===== config.mk =====
export PLATFORM = sky130hd
export DESIGN_NAME = half_log_series_evaluator_flat
export DESIGN_NICKNAME = d
export VERILOG_FILES = /design/src/hw/rtl/hlse_pkg.sv /design/src/hw/rtl/hlse_if.sv /design/src/hw/rtl/hlse_div.sv /design/src/hw/rtl/hlse_dp.sv /design/src/hw/rtl/hlse_ctrl.sv /design/src/hw/rtl/half_log_series_evaluator.sv /design/src/flat_wrapper.sv
export SDC_FILE = /design/constraint.sdc
export NUM_CORES = 1
export LEC_CHECK = 0
export ABC_AREA = 1
export BUFFER_PORTS_ARGS = -buffer_cell sky130_fd_sc_hd__buf_2
export CORE_MARGIN = 8
export CORE_UTILIZATION = 50
export DETAILED_ROUTE_END_ITERATION = 8
export PLACE_DENSITY = 0.64
export SYNTH_ARGS = -nofsm -noshare
export SYNTH_HDL_FRONTEND = slang
export SYNTH_SLANG_ARGS = --single-unit

===== constraint.sdc =====
create_clock -name clk_i -period 21.5 [get_ports clk_i]
set_input_delay 5.375 -clock clk_i [delete_from_list [all_inputs] [get_ports clk_i]]
set_output_delay 5.375 -clock clk_i [all_outputs]
set_load 0.01 [all_outputs]

===== src/hw/rtl/hlse_pkg.sv =====
`timescale 1ns / 1ps

package hlse_pkg;

  localparam int MAX_TERMS_DEF = 32;
  localparam int FRAC_BITS_DEF = 15;

  // quotient bits retired by the shared divider in one cycle
  localparam int DIV_BITS = 4;

  localparam int X_W       = 16;
  localparam int SUM_OUT_W = 16;
  localparam int ADDED_W   = 7;
  localparam int TC_W      = 4;
  localparam int EPS_W     = 12;
  localparam int CFG_IDX_W = 2;
  localparam int CFG_W     = 12;
  localparam int Q15_FRAC  = 15;

  typedef enum logic [CFG_IDX_W-1:0] {
    REG_STOP_MODE  = 2'd0,
    REG_TERM_COUNT = 2'd1,
    REG_EPSILON    = 2'd2
  } reg_idx_e;

  localparam logic             STOP_MODE_RST  = 1'b0;
  localparam logic [TC_W-1:0]  TERM_COUNT_RST = 4'd5;
  localparam logic [EPS_W-1:0] EPSILON_RST    = 12'd33;

  typedef struct packed {
    logic             stop_mode;
    logic [TC_W-1:0]  term_count;
    logic [EPS_W-1:0] epsilon;
  } cfg_t;

  typedef struct packed {
    logic [X_W-1:0] x_value;
  } x_item_t;

  typedef struct packed {
    logic signed [SUM_OUT_W-1:0] series_sum;
    logic [ADDED_W-1:0]          terms_added;
    logic                        cap_reached;
  } result_t;

  typedef struct packed {
    logic load;
    logic take_z;
    logic mul_sq;
    logic rnd_zsq;
    logic mul;
    logic rnd_pw;
    logic acc;
    logic set_cap;
    logic out_load;
  } cmd_t;

  typedef struct packed {
    logic div_done;
    logic at_limit;
    logic last;
    logic le_eps;
    logic eps_mode;
  } status_t;

endpackage


===== src/hw/rtl/hlse_if.sv =====
`timescale 1ns / 1ps

interface hlse_in_if;
  logic              valid;
  logic              ready;
  hlse_pkg::x_item_t data;

  modport source (output valid, output data, input ready);
  modport sink   (input valid, input data, output ready);
endinterface

interface hlse_out_if;
  logic              valid;
  logic              ready;
  hlse_pkg::result_t data;

  modport source (output valid, output data, input ready);
  modport sink   (input valid, input data, output ready);
endinterface


===== src/hw/rtl/hlse_div.sv =====
`timescale 1ns / 1ps

module hlse_div #(
  parameter int QW = 16,
  parameter int DW = 17
) (
  input  logic             clk_i,
  input  logic             rst_ni,
  input  logic             start_i,
  input  logic [QW+DW-1:0] num_i,
  input  logic [DW-1:0]    den_i,
  output logic             done_o,
  output logic [QW-1:0]    quo_o
);
  import hlse_pkg::*;

  localparam int NW   = QW + DW;
  localparam int N_IT = QW / DIV_BITS;
  localparam int CW   = (N_IT > 1) ? $clog2(N_IT) : 1;
  localparam logic [CW-1:0] LAST = CW'(N_IT - 1);

  logic [DW-1:0] rem_q, rem_n;
  logic [DW-1:0] den_q;
  logic [QW-1:0] sh_q, sh_n;
  logic [CW-1:0] cnt_q;
  logic          busy_q, done_q;

  // restoring steps; the partial remainder stays below the divisor
  always_comb begin
    logic [DW:0] trial;
    rem_n = rem_q;
    sh_n  = sh_q;
    for (int i = 0; i < DIV_BITS; i++) begin
      trial = {rem_n, sh_n[QW-1]} - {1'b0, den_q};
      if (!trial[DW]) begin
        rem_n = trial[DW-1:0];
        sh_n  = {sh_n[QW-2:0], 1'b1};
      end else begin
        rem_n = {rem_n[DW-2:0], sh_n[QW-1]};
        sh_n  = {sh_n[QW-2:0], 1'b0};
      end
    end
  end

  always_ff @(posedge clk_i or negedge rst_ni) begin
    if (!rst_ni) begin
      busy_q <= 1'b0;
      done_q <= 1'b0;
      cnt_q  <= '0;
    end else if (start_i) begin
      busy_q <= 1'b1;
      done_q <= 1'b0;
      cnt_q  <= '0;
    end else if (busy_q) begin
      cnt_q <= cnt_q + CW'(1);
      if (cnt_q == LAST) begin
        busy_q <= 1'b0;
        done_q <= 1'b1;
      end
    end
  end

  always_ff @(posedge clk_i) begin
    if (start_i) begin
      rem_q <= num_i[NW-1:QW];
      sh_q  <= num_i[QW-1:0];
      den_q <= den_i;
    end else if (busy_q) begin
      rem_q <= rem_n;
      sh_q  <= sh_n;
    end
  end

  assign done_o = done_q;
  assign quo_o  = sh_q;

endmodule


===== src/hw/rtl/hlse_dp.sv =====
`timescale 1ns / 1ps

module hlse_dp #(
  parameter int MAX_TERMS = hlse_pkg::MAX_TERMS_DEF,
  parameter int FRAC_BITS = hlse_pkg::FRAC_BITS_DEF
) (
  input  logic                          clk_i,
  input  logic                          rst_ni,
  input  logic [hlse_pkg::X_W-1:0]      x_value_i,
  input  hlse_pkg::cfg_t                cfg_i,
  input  hlse_pkg::cmd_t                cmd_i,
  output hlse_pkg::status_t             st_o,
  output hlse_pkg::result_t             res_o
);
  import hlse_pkg::*;

  localparam int ZW    = FRAC_BITS + 1;
  localparam int XI_W  = FRAC_BITS + 2;
  localparam int DW    = FRAC_BITS + 2;
  localparam int QW    = ((FRAC_BITS + 1 + DIV_BITS - 1) / DIV_BITS) * DIV_BITS;
  localparam int NW    = QW + DW;
  localparam int PW2   = 2 * ZW;
  localparam int SUM_W = FRAC_BITS + 8;
  localparam int CNT_W = $clog2(MAX_TERMS + 1);
  localparam int D_W   = CNT_W + 2;
  localparam int CV_W  = FRAC_BITS + X_W + 1;
  localparam int MAG_W = 24;

  localparam int IN_UP  = (FRAC_BITS >= Q15_FRAC) ? FRAC_BITS - Q15_FRAC : 0;
  localparam int IN_DN  = (FRAC_BITS < Q15_FRAC) ? Q15_FRAC - FRAC_BITS : 0;
  localparam logic [CV_W-1:0] IN_HALF = CV_W'((64'd1 << IN_DN) >> 1);
  localparam logic [SUM_W:0]  OUT_HALF = (SUM_W + 1)'((64'd1 << IN_UP) >> 1);

  localparam logic [XI_W-1:0]  ONE      = XI_W'(1) << FRAC_BITS;
  localparam logic [PW2-1:0]   RND_HALF = PW2'(1) << (FRAC_BITS - 1);
  localparam logic [CNT_W-1:0] MAX_CNT  = CNT_W'(MAX_TERMS);
  localparam logic [MAG_W-1:0] NEG_LIM  = MAG_W'(1) << (SUM_OUT_W - 1);
  localparam logic [MAG_W-1:0] POS_LIM  = NEG_LIM - MAG_W'(1);

  logic [CV_W-1:0]  x_wide, eps_wide;
  logic [XI_W-1:0]  xi, diff, den;
  logic [ZW-1:0]    eps_int;
  logic             neg;
  logic [NW-1:0]    div_num;
  logic [DW-1:0]    div_den;
  logic [D_W-1:0]   d;
  logic [QW-1:0]    quo;
  logic             div_done;
  logic [ZW-1:0]    term;
  logic [ZW-1:0]    mul_b;
  logic [PW2-1:0]   prod_d, prod_q;
  logic [ZW-1:0]    rnd;
  logic [ZW-1:0]    pw_q, zsq_q;
  logic [SUM_W-1:0] sum_q;
  logic [CNT_W-1:0] added_q, limit;
  logic             cap_q, neg_q;
  logic [SUM_W:0]   sum_rnd;
  logic [MAG_W-1:0] mag, mag_sat;
  result_t          res_d, res_q;

  // Q1.15 inputs to the internal fraction width, rounded half up
  always_comb begin
    x_wide   = ((CV_W'(x_value_i) << IN_UP) + IN_HALF) >> IN_DN;
    eps_wide = ((CV_W'(cfg_i.epsilon) << IN_UP) + IN_HALF) >> IN_DN;
    xi       = XI_W'(x_wide);
    eps_int  = ZW'(eps_wide);
    neg      = (xi < ONE);
    diff     = neg ? (ONE - xi) : (xi - ONE);
    den      = xi + ONE;
  end

  always_comb begin
    if (cfg_i.stop_mode) begin
      limit = MAX_CNT;
    end else if (int'(cfg_i.term_count) > MAX_TERMS) begin
      limit = MAX_CNT;
    end else begin
      limit = CNT_W'(cfg_i.term_count);
    end
  end

  assign rnd = ZW'((prod_q + RND_HALF) >> FRAC_BITS);
  assign d   = (D_W'(added_q) << 1) + D_W'(3);

  // z numerator at load, otherwise the next term over its odd divisor
  always_comb begin
    if (cmd_i.load) begin
      div_num = (NW'(diff) << FRAC_BITS) + NW'(den >> 1);
      div_den = den;
    end else begin
      div_num = NW'(rnd) + NW'(added_q) + NW'(1);
      div_den = DW'(d);
    end
  end

  hlse_div #(
    .QW (QW),
    .DW (DW)
  ) u_div (
    .clk_i   (clk_i),
    .rst_ni  (rst_ni),
    .start_i (cmd_i.load | cmd_i.rnd_pw),
    .num_i   (div_num),
    .den_i   (div_den),
    .done_o  (div_done),
    .quo_o   (quo)
  );

  assign term   = ZW'(quo);
  assign mul_b  = cmd_i.mul_sq ? pw_q : zsq_q;
  assign prod_d = pw_q * mul_b;

  always_ff @(posedge clk_i) begin
    if (cmd_i.load) begin
      neg_q <= neg;
    end
    if (cmd_i.mul_sq || cmd_i.mul) begin
      prod_q <= prod_d;
    end
    if (cmd_i.take_z) begin
      pw_q  <= term;
      sum_q <= SUM_W'(term);
    end else if (cmd_i.rnd_pw) begin
      pw_q <= rnd;
    end else if (cmd_i.acc) begin
      sum_q <= sum_q + SUM_W'(term);
    end
    if (cmd_i.rnd_zsq) begin
      zsq_q <= rnd;
    end
    if (cmd_i.out_load) begin
      res_q <= res_d;
    end
  end

  always_ff @(posedge clk_i or negedge rst_ni) begin
    if (!rst_ni) begin
      added_q <= '0;
      cap_q   <= 1'b0;
    end else if (cmd_i.load) begin
      added_q <= '0;
      cap_q   <= 1'b0;
    end else begin
      if (cmd_i.acc) begin
        added_q <= added_q + CNT_W'(1);
      end
      if (cmd_i.set_cap) begin
        cap_q <= 1'b1;
      end
    end
  end

  // back to Q1.15 with rounding, then saturate on the sign of z
  always_comb begin
    sum_rnd = ((SUM_W + 1)'(sum_q) + OUT_HALF) >> IN_UP;
    mag     = MAG_W'(sum_rnd) << IN_DN;
    if (neg_q) begin
      mag_sat = (mag > NEG_LIM) ? NEG_LIM : mag;
      res_d.series_sum = SUM_OUT_W'(MAG_W'(0) - mag_sat);
    end else begin
      mag_sat = (mag > POS_LIM) ? POS_LIM : mag;
      res_d.series_sum = SUM_OUT_W'(mag_sat);
    end
    res_d.terms_added = ADDED_W'(added_q);
    res_d.cap_reached = cap_q;
  end

  always_comb begin
    st_o.div_done = div_done;
    st_o.at_limit = (added_q == limit);
    st_o.last     = ((CNT_W + 1)'(added_q) + (CNT_W + 1)'(1)) == (CNT_W + 1)'(limit);
    st_o.le_eps   = (term <= eps_int);
    st_o.eps_mode = cfg_i.stop_mode;
  end

  assign res_o = res_q;

endmodule


===== src/hw/rtl/hlse_ctrl.sv =====
`timescale 1ns / 1ps

module hlse_ctrl (
  input  logic              clk_i,
  input  logic              rst_ni,
  input  logic              in_valid_i,
  output logic              in_ready_o,
  input  logic              out_ready_i,
  output logic              out_valid_o,
  input  hlse_pkg::status_t st_i,
  output hlse_pkg::cmd_t    cmd_o
);
  import hlse_pkg::*;

  typedef enum logic [3:0] {
    ST_IDLE,
    ST_ZDIV,
    ST_ZSQ_MUL,
    ST_ZSQ_RND,
    ST_MUL,
    ST_RND,
    ST_TDIV,
    ST_FIN
  } state_e;

  state_e state_q, state_d;
  logic   out_valid_q, out_valid_d;

  always_comb begin
    state_d     = state_q;
    cmd_o       = '0;
    in_ready_o  = 1'b0;
    out_valid_d = out_valid_q && !out_ready_i;
    unique case (state_q)
      ST_IDLE: begin
        in_ready_o = 1'b1;
        if (in_valid_i) begin
          cmd_o.load = 1'b1;
          state_d    = ST_ZDIV;
        end
      end
      ST_ZDIV: begin
        if (st_i.div_done) begin
          cmd_o.take_z = 1'b1;
          state_d      = ST_ZSQ_MUL;
        end
      end
      ST_ZSQ_MUL: begin
        cmd_o.mul_sq = 1'b1;
        state_d      = ST_ZSQ_RND;
      end
      ST_ZSQ_RND: begin
        cmd_o.rnd_zsq = 1'b1;
        state_d       = st_i.at_limit ? ST_FIN : ST_MUL;
      end
      ST_MUL: begin
        cmd_o.mul = 1'b1;
        state_d   = ST_RND;
      end
      ST_RND: begin
        cmd_o.rnd_pw = 1'b1;
        state_d      = ST_TDIV;
      end
      ST_TDIV: begin
        if (st_i.div_done) begin
          cmd_o.acc = 1'b1;
          if (st_i.eps_mode && st_i.le_eps) begin
            state_d = ST_FIN;
          end else if (st_i.last) begin
            cmd_o.set_cap = st_i.eps_mode;
            state_d       = ST_FIN;
          end else begin
            state_d = ST_MUL;
          end
        end
      end
      ST_FIN: begin
        // hold until the output register is free
        if (!out_valid_q || out_ready_i) begin
          cmd_o.out_load = 1'b1;
          out_valid_d    = 1'b1;
          state_d        = ST_IDLE;
        end
      end
      default: begin
        state_d = ST_IDLE;
      end
    endcase
  end

  always_ff @(posedge clk_i or negedge rst_ni) begin
    if (!rst_ni) begin
      state_q     <= ST_IDLE;
      out_valid_q <= 1'b0;
    end else begin
      state_q     <= state_d;
      out_valid_q <= out_valid_d;
    end
  end

  assign out_valid_o = out_valid_q;

endmodule


===== src/hw/rtl/half_log_series_evaluator.sv =====
`timescale 1ns / 1ps
// channel   dir  handshake            payload
// in_i      in   in_i.valid/ready     x_value     unsigned Q1.15
// out_o     out  out_o.valid/ready    series_sum  signed Q1.15,
//                                     terms_added, cap_reached
// cfg       in   cfg_we_i             cfg_idx_i, cfg_data_i
//
// One item at a time. The shared divider retires four quotient bits a cycle;
// an item runs a division for z, the square of z and its rounding, then for
// each further term a multiply, a rounding and a division, and the result is
// stored. in_i.ready returns in the cycle after the result is stored.
// The result sits in an output register; a new item is accepted while it
// waits, and only the final store stalls on a full output register.
// Reset is asynchronous, active low, and restores the register defaults.

module half_log_series_evaluator #(
  parameter int MAX_TERMS = hlse_pkg::MAX_TERMS_DEF,
  parameter int FRAC_BITS = hlse_pkg::FRAC_BITS_DEF
) (
  input  logic                           clk_i,
  input  logic                           rst_ni,
  hlse_in_if.sink                        in_i,
  hlse_out_if.source                     out_o,
  input  logic                           cfg_we_i,
  input  logic [hlse_pkg::CFG_IDX_W-1:0] cfg_idx_i,
  input  logic [hlse_pkg::CFG_W-1:0]     cfg_data_i
);
  import hlse_pkg::*;

  cfg_t    cfg_q;
  cmd_t    cmd;
  status_t st;

  always_ff @(posedge clk_i or negedge rst_ni) begin
    if (!rst_ni) begin
      cfg_q.stop_mode  <= STOP_MODE_RST;
      cfg_q.term_count <= TERM_COUNT_RST;
      cfg_q.epsilon    <= EPSILON_RST;
    end else if (cfg_we_i) begin
      unique case (cfg_idx_i)
        REG_STOP_MODE:  cfg_q.stop_mode  <= cfg_data_i[0];
        REG_TERM_COUNT: cfg_q.term_count <= cfg_data_i[TC_W-1:0];
        REG_EPSILON:    cfg_q.epsilon    <= cfg_data_i[EPS_W-1:0];
        default: begin
          // drop writes beyond the register list
        end
      endcase
    end
  end

  hlse_ctrl u_ctrl (
    .clk_i       (clk_i),
    .rst_ni      (rst_ni),
    .in_valid_i  (in_i.valid),
    .in_ready_o  (in_i.ready),
    .out_ready_i (out_o.ready),
    .out_valid_o (out_o.valid),
    .st_i        (st),
    .cmd_o       (cmd)
  );

  hlse_dp #(
    .MAX_TERMS (MAX_TERMS),
    .FRAC_BITS (FRAC_BITS)
  ) u_dp (
    .clk_i     (clk_i),
    .rst_ni    (rst_ni),
    .x_value_i (in_i.data.x_value),
    .cfg_i     (cfg_q),
    .cmd_i     (cmd),
    .st_o      (st),
    .res_o     (out_o.data)
  );

endmodule


===== src/flat_wrapper.sv =====
// flat-port wrapper written by rule: the top's interface ports become plain ports
module half_log_series_evaluator_flat import hlse_pkg::*;
#(
  parameter int MAX_TERMS = hlse_pkg::MAX_TERMS_DEF,
  parameter int FRAC_BITS = hlse_pkg::FRAC_BITS_DEF
)
  (clk_i, rst_ni, cfg_we_i, cfg_idx_i, cfg_data_i, in_i_valid, in_i_data, in_i_ready, out_o_valid, out_o_data, out_o_ready);
  hlse_in_if in_i_i ();
  hlse_out_if out_o_i ();
  input  logic clk_i;
  input  logic rst_ni;
  input  logic cfg_we_i;
  input  logic [hlse_pkg::CFG_IDX_W-1:0] cfg_idx_i;
  input  logic [hlse_pkg::CFG_W-1:0] cfg_data_i;
  input wire logic [$bits(in_i_i.valid)-1:0] in_i_valid;
  input wire logic [$bits(in_i_i.data)-1:0] in_i_data;
  output wire logic [$bits(in_i_i.ready)-1:0] in_i_ready;
  output wire logic [$bits(out_o_i.valid)-1:0] out_o_valid;
  output wire logic [$bits(out_o_i.data)-1:0] out_o_data;
  input wire logic [$bits(out_o_i.ready)-1:0] out_o_ready;
  assign in_i_i.valid = in_i_valid;
  assign in_i_i.data = in_i_data;
  assign in_i_ready = in_i_i.ready;
  assign out_o_valid = out_o_i.valid;
  assign out_o_data = out_o_i.data;
  assign out_o_i.ready = out_o_ready;
  half_log_series_evaluator #(.MAX_TERMS(MAX_TERMS), .FRAC_BITS(FRAC_BITS)) u_core (.clk_i(clk_i), .rst_ni(rst_ni), .in_i(in_i_i), .out_o(out_o_i), .cfg_we_i(cfg_we_i), .cfg_idx_i(cfg_idx_i), .cfg_data_i(cfg_data_i));
endmodule

==> metrics.txt, run 1 <==
Bufs on Longest Clock Path=2; drt wl/cell=19.1 µm; Main synth FF type=edfxtp_1; share of cells above drive strength 1=5.57%; first-iteration detailed-routing DRC count=1,700; simple-gate share of the synthesized area=21.7%; Setup Buffers After CTS=0; largest area contributor in the netlist=edfxtp_1; Reg2Reg Setup Slack=about 12 ns; Multi-input gate area=~15,000 µm²; measured slew at the worst slew-check pin=1.31 ns; register clock-pin slew on the reported worst setup and hold paths=0.08 ns; crit-path max FO=34; vias in the first global route=19,206; main combinational cell family by area after synthesis=adder cells; # port buffers=59; Top delay family on crit path=simple AND/OR/NAND/NOR gates; clk_lat worst skew=0.47 ns; final setup vio count=0; root buffer cell=clkbuf_16; final wirelength=66,400 µm; TritonCTS Buffers=17; DIE HEIGHT=226 µm; Post-Synth XOR/XNOR Area=4.98%; CTS sink cnt=178; maximum number of pins on one net before global-route repair=47; Avg Cell Area, Syn=approximately 7.8 µm²; worst path arrival time=between 10 and 15 ns; Hold Vio Cnt, Final=0; DIE WIDTH=226 µm; Seq. cell area=5120 µm²; Core ar.=43,900 µm²; f_max=102 MHz; Synthesized Nets=3,291; Slew Limit Fails=0; Yosys warning total=0; first-pass GRT wire length=105,000 µm; DP HPWL=between 50,000 and 60,000 µm; initial antenna violation count=0; Levels on crit path=40; Post-Synth Adder-Cell Area=29.5%; Vias/cell=5.58; Fin Clk Skew=approximately 0.015 ns; Worst R2R Path Depth=40; commonest non-fill, non-tap cells in the layout=632 x nand2_1, 511 x inv_1, 261 x nor2_1; CTS tree=yes; FF+latch count, synth=178; Setup CP Type=flop to flop; Ant. Diodes=0; min cycle time layout=just under 10 ns; Area contributors post-synth=edfxtp_1 19%, fa_1 18%, ha_1 12%; # rows=77; max_cap viols=0; mux cell area share after synthesis=less than 1%; Slowest-stage cell, CP=o311ai_0; period utilisation layout=a little under half; CTS Hold Bufs=0; Buf/Inv on CP=4; post-synthesis instance total=roughly 2,900; max incr delay on CP=0.62 ns; most common cell after layout, fill and taps aside=nand2_1; Worst setup SP type=flop; initial core utilization=between 50% and 60%; via count=19,424; nets=around 3,300; DRC viols=0; Synth async-reset ratio=18.0%; register area share after synthesis=a little under a quarter; RD Place Congestion=0.991; Die Area=51,300 µm²; Post-synth EDFFs=139; worst rel slew slack=11.8%; Post-Route Setup TNS=0 ns; Fillers=~4,300; Post-DRT Antenna Nets=0; CP Capture Type=flop; CTS HTree Levels=4; Hold Crit Class=flop to flop; Ports=61; grt total ovfl=0; RSZ-0062 raised after global routing=no; area of the mapped netlist=22,200 µm²; Synth top area share=roughly a fifth; Synth Area in Compound Gates=10.5%; Area Growth Syn to Fin=6.57%; status=completed; cts repair resizes=0; Worst Hold Depth=0; Unique masters post-synth=64; Overall Global Routing Usage=about a quarter; Worst path most repeated cell=nand2_1; Crit path required time=between 20 and 25 ns; DRT Pass-1 Iters=8
[worst reg2reg max path, delay by kind of cell (launching register included)]
kind                     cells  cell delay, ns
AND/OR/NAND/NOR             24            4.32
AO/OA/AOI/OAI                7            2.29
adder cells (fa/ha/maj)      4            1.44
buffers and inverters        4            0.58
flip-flops                   1            0.46
multiplexers                 1            0.46
[routing by layer]
metal | vias to the layer above | GRT usage (%) | share of wire (%)
met2 | 751 | 43.0 | 47
met4 | 0 | 8.52 | 3.4
met3 | 137 | 3.76 | 6.6
met1 | 9341 | 35.2 | 43
li1 | 9195 | - | -
met5 | - | 0 | 0
[layout make-up]
class                      count  area share [%]
clock buffer                  19            1.92
clock inverter                13           0.668
inverter                     520            8.27
multi-input combinational   2090            62.7
sequential                   178            21.7
tap                          592            3.14
timing repair buffer          72            1.66
[kinds of logic after synthesis]
family,after synthesis
AOI/OAI and AO/OA,419
DFF,178
buffers and inverters,584
xor gates and xnor gates,126
other,1
and+or+nand+nor,1139
adders and majority gates,404
muxes,1
[cell usage after synthesis (all sizes together) (2+ instances only)]
| master | count |
|---|---|
| a211oi | 4 |
| a21boi | 5 |
| a21o | 7 |
| a21oi | 161 |
| a22oi | 6 |
| a31oi | 9 |
| and2 | 2 |
| buf | 19 |
| clkbuf | 45 |
| clkinv | 3 |
| dfrtp | 28 |
| dfstp | 4 |
| dfxtp | 7 |
| edfxtp | 139 |
| fa | 198 |
| ha | 206 |
| inv | 517 |
| nand2 | 646 |
| nand3 | 133 |
| nand3b | 9 |
| nand4 | 25 |
| nor2 | 264 |
| nor3 | 31 |
| nor3b | 4 |
| nor4 | 12 |
| o2111ai | 2 |
| o211ai | 5 |
| o21a | 9 |
| o21ai | 181 |
| o21bai | 7 |
| o221ai | 9 |
| o311ai | 2 |
| o31ai | 6 |
| or2 | 12 |
| xnor2 | 41 |
| xor2 | 85 |
[worst paths after layout]
| kind | start | to |
|---|---|---|
| setup / recovery | u_core.u_dp.u_div.den_q[1] | u_core.u_dp.u_div.rem_q[9] |
| hold / removal | u_core.u_dp.cap_q | u_core.u_dp.res_o[0] |
| setup reg to reg | u_core.u_dp.u_div.den_q[1] | u_core.u_dp.u_div.rem_q[9] |
| hold reg to reg | u_core.u_dp.cap_q | u_core.u_dp.res_o[0] |
| max in group asynchronous | rst_ni | u_core.u_ctrl.state_q[0] |
| min in group asynchronous | rst_ni | u_core.cfg_q[16] |
[metrics by stage]
| step | worst slack (ns) | instance area, µm² | hold slack [ns] | cells | utilization (%) |
|---|---|---|---|---|---|
| 3_3_place_gp | 12.27 | 23000 | 0.449 | 3452 | 52.3 |
| 2_1_floorplan | 13.84 | 22200 | 0.426 | 2852 | - |
| 5_1_grt | 10.71 | 23600 | 0.488 | 3484 | 53.7 |
| 4_1_cts | 11.80 | 23600 | 0.470 | 3484 | 53.7 |
| 3_5_place_dp | 11.86 | 23000 | 0.456 | 3452 | 52.3 |
| 6_report | 11.71 | 23600 | 0.470 | 3484 | 53.7 |
[state kept, by name, indices dropped and copies added, names as in the netlist]
register	count
u_core.u_dp.zsq_q	16
u_core.u_dp.u_div.done_o	1
u_core.u_dp.res_o	23
u_core.u_dp.added_q	6
u_core.u_dp.neg_q	1
u_core.u_dp.prod_q	17
u_core.u_dp.pw_q	16
u_core.u_dp.cap_q	1
u_core.cfg_q	17
u_core.u_dp.sum_q	23
u_core.u_ctrl.state_q	3
u_core.u_dp.u_div.cnt_q	2
u_core.u_dp.u_div.den_q	17
u_core.u_ctrl.out_valid_o	1
u_core.u_dp.u_div.busy_q	1
u_core.u_dp.u_div.rem_q	17
u_core.u_dp.u_div.quo_o	16
Power of run 1 is not shown: default switching activity piles up to over one toggle a cycle in this logic, so the estimate is an artifact.
==> run 2, diff against run 1 <==
--- a/config.mk
+++ b/config.mk
@@ -10,7 +10,7 @@
 export CORE_MARGIN = 8
 export CORE_UTILIZATION = 50
 export DETAILED_ROUTE_END_ITERATION = 8
-export PLACE_DENSITY = 0.64
+export PLACE_DENSITY = 0.67
 export SYNTH_ARGS = -nofsm -noshare
 export SYNTH_HDL_FRONTEND = slang
 export SYNTH_SLANG_ARGS = --single-unit
==> constraint.sdc (replaced) <==
create_clock -name clk_i -period 8.5 [get_ports clk_i]
set_input_delay 2.125 -clock clk_i [delete_from_list [all_inputs] [get_ports clk_i]]
set_output_delay 2.125 -clock clk_i [all_outputs]
set_load 0.01 [all_outputs]
==> metrics.txt, run 2 (synthesis gave the netlist of run 1 again) <==
f_max=125 MHz (+22%); Crit path required time=8.69 ns (-13.03 ns); DRC viols=0 (unchanged); worst path arrival time=8.22 ns (-1.79 ns); initial antenna violation count=0 (unchanged); Worst path most repeated cell=nand2_1; Slowest-stage cell, CP=ha_1; DP HPWL=53,400 µm (-0.78%); register clock-pin slew on the reported worst setup and hold paths=0.09 ns (about the same); max incr delay on CP=0.39 ns (-0.23 ns); initial core utilization=50.4% (unchanged); RD Place Congestion=0.959 (-3.2%); hold_sp=u_core.cfg_q[12]; TritonCTS Buffers=17 (unchanged); commonest non-fill, non-tap cells in the layout=629 x nand2_1, 510 x inv_1, 259 x nor2_1; DIE WIDTH=226 µm (unchanged); DIE HEIGHT=226 µm (unchanged); Worst setup SP type=flop; min cycle time layout=8.03 ns (-1.76 ns); drt wl/cell=18.9 µm (-0.85%); CTS Hold Bufs=0 (unchanged); most common cell after layout, fill and taps aside=nand2_1; r2r endpoint=u_core.u_dp.u_div.rem_q[6]; Hold Vio Cnt, Final=0 (unchanged); share of cells above drive strength 1=8.43% (+2.9 points); CTS tree=yes; Vias/cell=5.59 (+0.21%); Area Growth Syn to Fin=9.59%; status=completed; routed metal-1 wire length=28,300 µm (-2.1%); first-iteration detailed-routing DRC count=1,934 (+14%); vias in the first global route=19,304 (+0.51%); Slew Limit Fails=0 (unchanged); # rows=77 (unchanged); via count=19,805 (+2.0%); clk_lat worst skew=0.47 ns (about the same); Worst Hold Depth=2 (+2); CTS HTree Levels=4 (unchanged); Core ar.=43,900 µm² (unchanged); CP Capture Type=flop; # port buffers=59 (unchanged); worst rel slew slack=22.2% (+10 points); max_cap viols=0 (unchanged); met2 WL=30,800 µm (-0.26%); final wirelength=67,000 µm (+0.89%); first-pass GRT wire length=104,000 µm (-0.73%); maximum number of pins on one net before global-route repair=47 (unchanged); Setup CP Type=flop to flop; CTS sink cnt=178 (unchanged); nets=3,378 (+1.8%); final setup vio count=0 (unchanged); DRT Pass-1 Iters=7 (-1); Die Area=51,300 µm² (unchanged); top sig layer=met4; Post-DRT Antenna Nets=0 (unchanged); Post-Route Setup TNS=0 ns (unchanged); Worst R2R Path Depth=47 (+18%); Ports=61 (unchanged); RR Startpoint=u_core.u_dp.u_div.den_q[6]; routed wl met3=5350 µm (+22%); root buffer cell=clkbuf_16; grt total ovfl=0 (unchanged); measured slew at the worst slew-check pin=1.17 ns (-0.142 ns); crit-path max FO=9 (-74%); period utilisation layout=94.5% (+49 points); Bufs on Longest Clock Path=2 (unchanged); Hold EP=u_core.cfg_q[12]; Overall Global Routing Usage=25.9% (-0.26 points); Fin Clk Skew=0.0179 ns (+0.00260 ns); Hold Crit Class=flop to flop; RSZ-0062 raised after global routing=yes; Reg2Reg Setup Slack=0.47 ns (-11.24 ns)
-- run 2: cell type report --
type	count	area, µm²
clock inverters	15	181
inverters	520	1950
well taps	592	741
clock buffers	17	425
multi-input cells	2092	15000
diodes	1	2.50
repair buffers	130	865
fillers	4091	19700
flip-flops and latches	178	5120
-- run 2: critical path: cells and delay by family (launching register included) --
family | cells | cell delay, ns
and+or+nand+nor | 25 | 2.84
buffers and inverters | 10 | 1.24
adders and majority gates | 4 | 1.37
AOI/OAI and AO/OA | 7 | 1.50
muxes | 1 | 0.38
DFF | 1 | 0.38
-- run 2: routing by layer --
metal	track usage, %	vias up
met4	10.2	0
met2	41.8	811
li1	-	9332
met1	34.2	9491
met5	0	-
met3	4.82	171
-- run 2: metrics by stage --
stage | util (%) | std cells | instance area [µm²] | worst slack (ns) | hold slack, ns
2_1_floorplan | - | 2852 | 22200 | 0.954 | 0.426
6_report | 55.3 | 3545 | 24300 | 0.469 | 0.495
5_1_grt | 55.3 | 3544 | 24300 | -0.0586 | 0.519
3_5_place_dp | 53.2 | 3501 | 23400 | -0.0565 | 0.484
4_1_cts | 54.6 | 3533 | 24000 | 0.0142 | 0.498
3_3_place_gp | 53.2 | 3501 | 23400 | 0.0874 | 0.477
-- run 2: what timing repair did --
action | 4_1_cts | 5_1_grt
gates cloned | 0 | 2
endpoints found under the setup margin | 13 | 18
endpoints found under the hold margin | 0 | 0
pin swaps | 0 | 12
resized for setup | 2 | 55
buffers inserted | 0 | 9
-- run 2: worst max-delay path by stage --
stage	endpoint	slack, ns	start	depth (start not counted)
finish	u_core.u_dp.u_div.rem_q[6]	0.47	u_core.u_dp.u_div.den_q[6]	47
global route	u_core.u_dp.u_div.rem_q[14]	-0.06	u_core.u_dp.u_div.den_q[7]	49
CTS	u_core.u_dp.u_div.rem_q[15]	0.01	u_core.u_dp.u_div.den_q[7]	44
detailed placement	u_core.u_dp.u_div.rem_q[6]	-0.06	u_core.u_dp.u_div.den_q[7]	43
global placement	u_core.u_dp.u_div.rem_q[6]	0.09	u_core.u_dp.u_div.den_q[7]	43
floorplan	u_core.u_dp.u_div.rem_q[16]	0.95	u_core.u_dp.u_div.den_q[1]	50
Power of run 2 is left out for the same reason.
